===== config.mk =====
export PLATFORM = sky130hd
export DESIGN_NAME = tlik_isqrt
export DESIGN_NICKNAME = d
export VERILOG_FILES = /design/src/sv/tlik_pkg.sv /design/src/sv/tlik_isqrt.sv
export SDC_FILE = /design/constraint.sdc
export NUM_CORES = 1
export LEC_CHECK = 0
export ABC_CLOCK_PERIOD_IN_PS = 8600
export BUFFER_PORTS_ARGS = -buffer_cell sky130_fd_sc_hd__buf_2
export CAP_MARGIN = 30
export CORE_UTILIZATION = 28
export CTS_BUF_LIST = sky130_fd_sc_hd__clkbuf_8
export CTS_CLUSTER_DIAMETER = 150
export DETAILED_ROUTE_END_ITERATION = 7
export PLACE_DENSITY = 0.39
export SETUP_SLACK_MARGIN = 0.3
export SYNTH_ARGS = -nofsm -noshare
export SYNTH_HDL_FRONTEND = slang
export SYNTH_SLANG_ARGS = --single-unit

===== constraint.sdc =====
create_clock -name i_clk -period 8.6 [get_ports i_clk]
set_input_delay 0.43 -clock i_clk [delete_from_list [all_inputs] [get_ports i_clk]]
set_output_delay 0.43 -clock i_clk [all_outputs]
set_load 0.05 [all_outputs]

===== src/sv/tlik_pkg.sv =====
// ----------------------------------------------------------------------------
// tlik_pkg
// Shared widths, constants and helper functions for the two-link IK core.
// ----------------------------------------------------------------------------
package tlik_pkg;

    localparam int LEN_W      = 14;   // link length, unsigned Q2.12
    localparam int ANG_W      = 16;   // output angle, signed Q4.12
    localparam int DW         = 48;   // cordic vector datapath
    localparam int ZW         = 29;   // cordic angle accumulator, Q.24
    localparam int CORDIC_MAX = 24;
    localparam int NORM_BIT   = 40;   // normalized magnitude sits in [2^40, 2^41)
    localparam int ISQ_IN_W   = 32;
    localparam int ISQ_OUT_W  = 16;
    localparam int ISQ_REM_W  = 20;
    localparam int CFG_IDX_W  = 2;

    localparam logic [LEN_W-1:0] LEN_RESET = 14'd4096;

    typedef logic [CFG_IDX_W-1:0] t_cfg_idx;
    localparam t_cfg_idx CFG_UPPER = 2'd0;
    localparam t_cfg_idx CFG_LOWER = 2'd1;

    typedef logic signed [DW-1:0] t_vec;
    typedef logic signed [ZW-1:0] t_ang;

    localparam t_ang PI_Q24 = 29'sd52707179;

    // atan(2^-i) in Q.24
    function automatic t_ang atan_entry(input int unsigned i);
        t_ang v;
        unique case (i)
            0:  v = 29'sd13176795;
            1:  v = 29'sd7778716;
            2:  v = 29'sd4110060;
            3:  v = 29'sd2086331;
            4:  v = 29'sd1047214;
            5:  v = 29'sd524117;
            6:  v = 29'sd262123;
            7:  v = 29'sd131069;
            8:  v = 29'sd65536;
            9:  v = 29'sd32768;
            10: v = 29'sd16384;
            11: v = 29'sd8192;
            12: v = 29'sd4096;
            13: v = 29'sd2048;
            14: v = 29'sd1024;
            15: v = 29'sd512;
            16: v = 29'sd256;
            17: v = 29'sd128;
            18: v = 29'sd64;
            19: v = 29'sd32;
            20: v = 29'sd16;
            21: v = 29'sd8;
            22: v = 29'sd4;
            23: v = 29'sd2;
            default: v = '0;
        endcase
        return v;
    endfunction

    function automatic logic [5:0] msb_pos(input logic [DW-1:0] m);
        logic [5:0] p;
        p = '0;
        for (int k = 0; k < DW; k++) begin
            if (m[k]) p = 6'(k);
        end
        return p;
    endfunction

    // Q.24 to Q.12, halves away from zero
    function automatic logic [ANG_W-1:0] round_q12(input logic signed [ZW:0] z);
        logic [ZW:0] mg;
        logic [ZW:0] q;
        logic [ZW:0] t;
        mg = z[ZW] ? ((ZW+1)'(0) - z) : z;
        q  = (mg + (ZW+1)'(2048)) >> 12;
        t  = z[ZW] ? ((ZW+1)'(0) - q) : q;
        return t[ANG_W-1:0];
    endfunction

endpackage


===== src/sv/tlik_isqrt.sv =====
// ----------------------------------------------------------------------------
// tlik_isqrt
// Pipelined floor square root, one result bit per register stage.
// ----------------------------------------------------------------------------
module tlik_isqrt import tlik_pkg::*; (
    input  logic                 i_clk,
    input  logic                 i_en,
    input  logic [ISQ_IN_W-1:0]  i_v,
    output logic [ISQ_OUT_W-1:0] o_root
);

    logic [ISQ_IN_W-1:0]  r_v    [0:ISQ_OUT_W-2];
    logic [ISQ_REM_W-1:0] r_rem  [0:ISQ_OUT_W-1];
    logic [ISQ_OUT_W-1:0] r_root [0:ISQ_OUT_W-1];

    for (genvar j = 0; j < ISQ_OUT_W; j++) begin : g_step
        logic [ISQ_IN_W-1:0]  v_in;
        logic [ISQ_REM_W-1:0] rem_in;
        logic [ISQ_OUT_W-1:0] root_in;
        logic [ISQ_REM_W-1:0] rem_sh;
        logic [ISQ_REM_W-1:0] trial;

        if (j == 0) begin : g_first
            assign v_in    = i_v;
            assign rem_in  = '0;
            assign root_in = '0;
        end else begin : g_next
            assign v_in    = r_v[j-1];
            assign rem_in  = r_rem[j-1];
            assign root_in = r_root[j-1];
        end

        assign rem_sh = {rem_in[ISQ_REM_W-3:0], v_in[ISQ_IN_W-1-2*j -: 2]};
        assign trial  = ISQ_REM_W'({root_in, 2'b01});

        always_ff @(posedge i_clk) begin
            if (i_en) begin
                if (rem_sh >= trial) begin
                    r_rem[j]  <= rem_sh - trial;
                    r_root[j] <= {root_in[ISQ_OUT_W-2:0], 1'b1};
                end else begin
                    r_rem[j]  <= rem_sh;
                    r_root[j] <= {root_in[ISQ_OUT_W-2:0], 1'b0};
                end
            end
        end

        if (j < ISQ_OUT_W-1) begin : g_carry
            always_ff @(posedge i_clk) begin
                if (i_en) r_v[j] <= v_in;
            end
        end
    end

    assign o_root = r_root[ISQ_OUT_W-1];

endmodule


# Yosys cells after proc, flatten, opt, wreduce, memory -nomap -nowiden
# Memories as Yosys holds them, arrays and structs flattened.
# Cells that the tools add are included.
word_totals:
  word_cells: 197
  output_inout_bits: 16
  register_bits: 0
  n_memories: 3
  mem_bits_rw: 1056
  in_bits: 34
classes:
  n_addsub: 16
  bitwise: 32
  muxes: 130
  n_lt_le_gt_ge: 16
memory_table:
  columns: ["memory", "words", "word_bits", "read_ports", "rd_ports_with_merged_regs", "write_ports", "line_no", "text"]
  rows:
  - ["r_v", 15, 32, 15, 0, 15, "tlik_isqrt.sv:12", "logic [ISQ_IN_W-1:0] r_v [0:ISQ_OUT_W-2];"]
  - ["r_rem", 16, 20, 15, 0, 16, "tlik_isqrt.sv:13", "logic [ISQ_REM_W-1:0] r_rem [0:ISQ_OUT_W-1];"]
  - ["r_root", 16, 16, 16, 0, 16, "tlik_isqrt.sv:14", "logic [ISQ_OUT_W-1:0] r_root [0:ISQ_OUT_W-1];"]
op_table:
  columns: ["op", "count"]
  rows:
  - ["20-bit 2-to-1 mux", 16]
  - ["20-bit by 18-bit >= comparator with 1-bit output", 15]
  - ["20-bit by 18-bit subtractor with 20-bit output", 15]
  - ["16-bit 2-to-1 mux", 16]
  - ["1-bit 2-to-1 mux", 98]
  - ["1-bit bitwise OR", 32]
  - ["2-bit by 1-bit subtractor with 3-bit output (second input constant)", 1]
  - ["2-bit by 1-bit >= comparator with 1-bit output (second input constant)", 1]

# Longest topological paths before layout
# An unclocked memory read counts as a cell.
logic_depth:
  word_depth: 6
  mapped_depth: 12

# Worst setup path after synthesis
# No wires, ideal clock.
synth_timing:
  path_type: "register -> register"
  start: "memory r_rem[13][3], in the netlist r_rem[1][103]"
  end: "memory r_rem[14][3], in the netlist r_rem[1][123] (data pin)"
  setup_ns: 0.270
  period_less_slack_ns: 2.931
  arrival_ns: 2.661
  path_slack_ns: 5.669
  stages_incl_launch_ff: 11
  t_required_ns: 8.330
  cell_sequence: "edfxtp_1 > ha_1 > a211oi_1 > nor2_1 > o31ai_1 > a21oi_1 > or4b_2 > clkbuf_1 > buf_1 > nor2_1 > a21oi_1"
synth_lines:
  columns: ["element", "line_no"]
  rows:
  - ["start: declaration", "tlik_isqrt.sv:13"]

==> impl_results.md <==
- Status: complete, no violations
- Final Setup Violations: 0
- Worst vdd rail ir drop: roughly 0.00013 V
- Final HPWL DP: 40900 um
- Crit. End Element: flip-flop
- Synthesis-stage register bit count: roughly 630
- Slew headroom: slightly below 40%
- Cells after Synth: ~2200
- Initial antenna violation count: 1
- Tcrit/Tclk final: a little over two fifths
- Starting Density: between 20% and 30%
- Netlist cell types: 72
- Routed vias: 17000
- Worst-Margin Slew: about 900 ps
- Dominant cell type by area after synthesis: edfxtp_1
- Setup crit start kind: flip-flop
- Largest net degree at the start of global routing: 74
- Post-synthesis sequential area ratio: between 60% and 70%
- CP max stage cell: or4b_2
- Clock skew: 42.9 ps
- FMAX: 276 MHz
- Worst EP arrival: between 4000 and 5000 ps
- Total GRT Usage: 11.0%
- Synth warn: 0
- CTS H-tree depth: 3
- Filler instances: between 10000 and 15000
- DR pass1 iterations: 4
- Top Ports: 50
- Initial DRC count: roughly 870
- CP Class: reg -> reg
- Final ANT Viol Nets: 0
- Die height: ~320 um
- Predominant post-synthesis flop cell: edfxtp_1
- Root Buffer: clkbuf_8
- Die width: 324 um
- Post-synth EDFFs: 625
- Number of max-cap violations: 0
- Final net count: 2527
- Post-CTS Setup Repair Bufs: 0
- Most frequent cells after synthesis: 625 x edfxtp_1, 171 x inv_1, 154 x ha_1
- First-pass GRT wire length: ~92000 um
- Core area: between 100000 and 150000 um2
- Net Count, Synth: 2365
- Setup TNS: 0 ps
- Syn_area_per_cell: ~13 um2
- CP bufs+invs: 0
- PortBufs: 49
- Drt total wl: roughly 58000 um
- Total die area: 105000 um2
- Number of remaining DRC errors: 0
- Hold Buf Count CTS: 30
- Fin. Hold Viols: 0
- Ys async rst share: 0%
- Clock Pin Slew Worst Setup and Hold Paths: roughly 60 ps
- Unrepaired setup endpoints after global routing: no
- Post-Syn Area: between 20000 and 30000 um2
- Static leakage: around 13 nW
- Crit path cell chain: ha_1 > a211oi_1 > nor2_1 > o31ai_1 > a21oi_1 > or4b_2 > mux2_2
- Via density: 4.46
- WL/cell: 15.2 um
- Post-cts resize count: 0
- Slew Viols, Final: 0
- Crit-path max cell delay: 990 ps
- Period minus WS final: approximately 3600 ps
- CP required: 9090 ps
- CP delay by family, top: simple AND/OR/NAND/NOR gates
- Cell with the most instances after synthesis: edfxtp_1
- Top cell type's share of synthesized area: roughly two thirds
- Share of cells above drive strength 1: about a tenth
- Synth top area cells: edfxtp_1 65%, ha_1 6.7%, xor2_1 2.8%, xnor2_1 2.6%, inv_1 2.2%
- Maximum root-to-sink buffer count: 3
- Final global-route overflow total: 0
- P&R area growth vs syn: 14.7%
- Cell Pwr Density: 231 nW/um2
- GP Congestion: around 0.87
- CTS tree: done
- Vias in the first global route: 17300
- Worst skew pair latency: around 740 ps
- # rows: between 100 and 150
- Num CTS Buffers: 111
- HP Class: in -> reg
- Critical path peak fanout: 27
- Total power: roughly 7.7 mW
- Clk sinks: between 600 and 700
-- worst min-delay path: stages --
cell,delay (ps)
buf_2,90
nor2_1,40
a21oi_1,120
-- cells by family after synthesis --
logic type / after synthesis / share of synthesized area, %
AOI/OAI and AO/OA: 395 / 8.67
adders and majority gates: 154 / 6.65
muxes: 33 / 1.27
xor gates and xnor gates: 181 / 5.47
DFF: 626 / 64.9
buffers and inverters: 221 / 2.91
and+or+nand+nor: 567 / 10.2
-- metrics by stage --
| stage | setup WS [ps] | cell area, um2 | hold slack (ps) | util, % | std cells |
|---|---|---|---|---|---|
| after floorplan | 5670 | 29000 | 400 | - | 2177 |
| after CTS | 5040 | 33200 | 15.7 | 32.5 | 3800 |
| after detailed placement | 4590 | 30900 | 405 | 30.2 | 3563 |
| after global placement | 4700 | 30900 | 400 | 30.2 | 3561 |
| final | 4970 | 33200 | 90.6 | 32.5 | 3803 |
| after global routing | 4870 | 33200 | 68.4 | 32.5 | 3802 |
-- state kept, by name (all words and copies together) (netlist names) --
register	count
r_rem	250
r_v	240
r_root	136
-- final timing paths --
path | from | endpoint | slack [ps] | cells after the start
worst max register to register | r_rem[1][103] | r_rem[1][126] | 4970 | 7
worst min-delay path | i_v[31] | r_rem[0][1] | 90 | 3
worst min register to register | r_v[0][202] | r_v[0][234] | 410 | 0
worst max-delay path | r_rem[1][103] | r_rem[1][126] | 4970 | 7
-- final cells by class --
class | count | area (um2) | area share [%]
clock buffers | 111 | 1530 | 4.60
clock inverters | 96 | 492 | 1.48
multi-input cells | 1330 | 9340 | 28.1
diodes | 2 | 5.00 | 0.0151
inverters | 172 | 646 | 1.94
repair buffers | 98 | 713 | 2.15
well taps | 1368 | 1710 | 5.15
flip-flops and latches | 626 | 18800 | 56.6
-- power by group --
group | internal, mW | switching (mW) | total (mW) | leakage [nW]
clock network | 1.25 | 1.25 | 2.50 | 1.20
registers | 3.78 | 0.196 | 3.98 | 6.00
logic | 0.519 | 0.663 | 1.18 | 5.42
total | 5.55 | 2.11 | 7.66 | 12.6
-- cell usage in the layout (no fill, tap or decap), types with 28 or more instances in the layout --
cell type / netlist / routed
nand2_1: 107 / 107
xor2_1: 94 / 94
a21o_1: 40 / 40
nor2_1: 134 / 134
nor3_1: 73 / 73
o21a_1: 32 / 32
nand2b_1: 35 / 35
clkbuf_8: 0 / 111
xnor2_1: 87 / 87
nor4_1: 28 / 28
edfxtp_1: 625 / 625
mux2_2: 30 / 30
a21oi_1: 119 / 119
clkinv_1: 0 / 29
inv_1: 171 / 215
buf_2: 4 / 48
dlygate4sd3_1: 0 / 30
ha_1: 154 / 154
o21ai_0: 93 / 93
or3_1: 36 / 36
-- routing by layer --
layer / global-route usage [%] / share of wire, % / up-vias
li1: - / - / 8470
met1: 14.6 / 48 / 8024
met2: 17.3 / 45 / 351
met3: 2.34 / 4.7 / 132
met4: 4.86 / 3.2 / 0
met5: 0 / 0 / -
(Power assumes the default switching activity.)
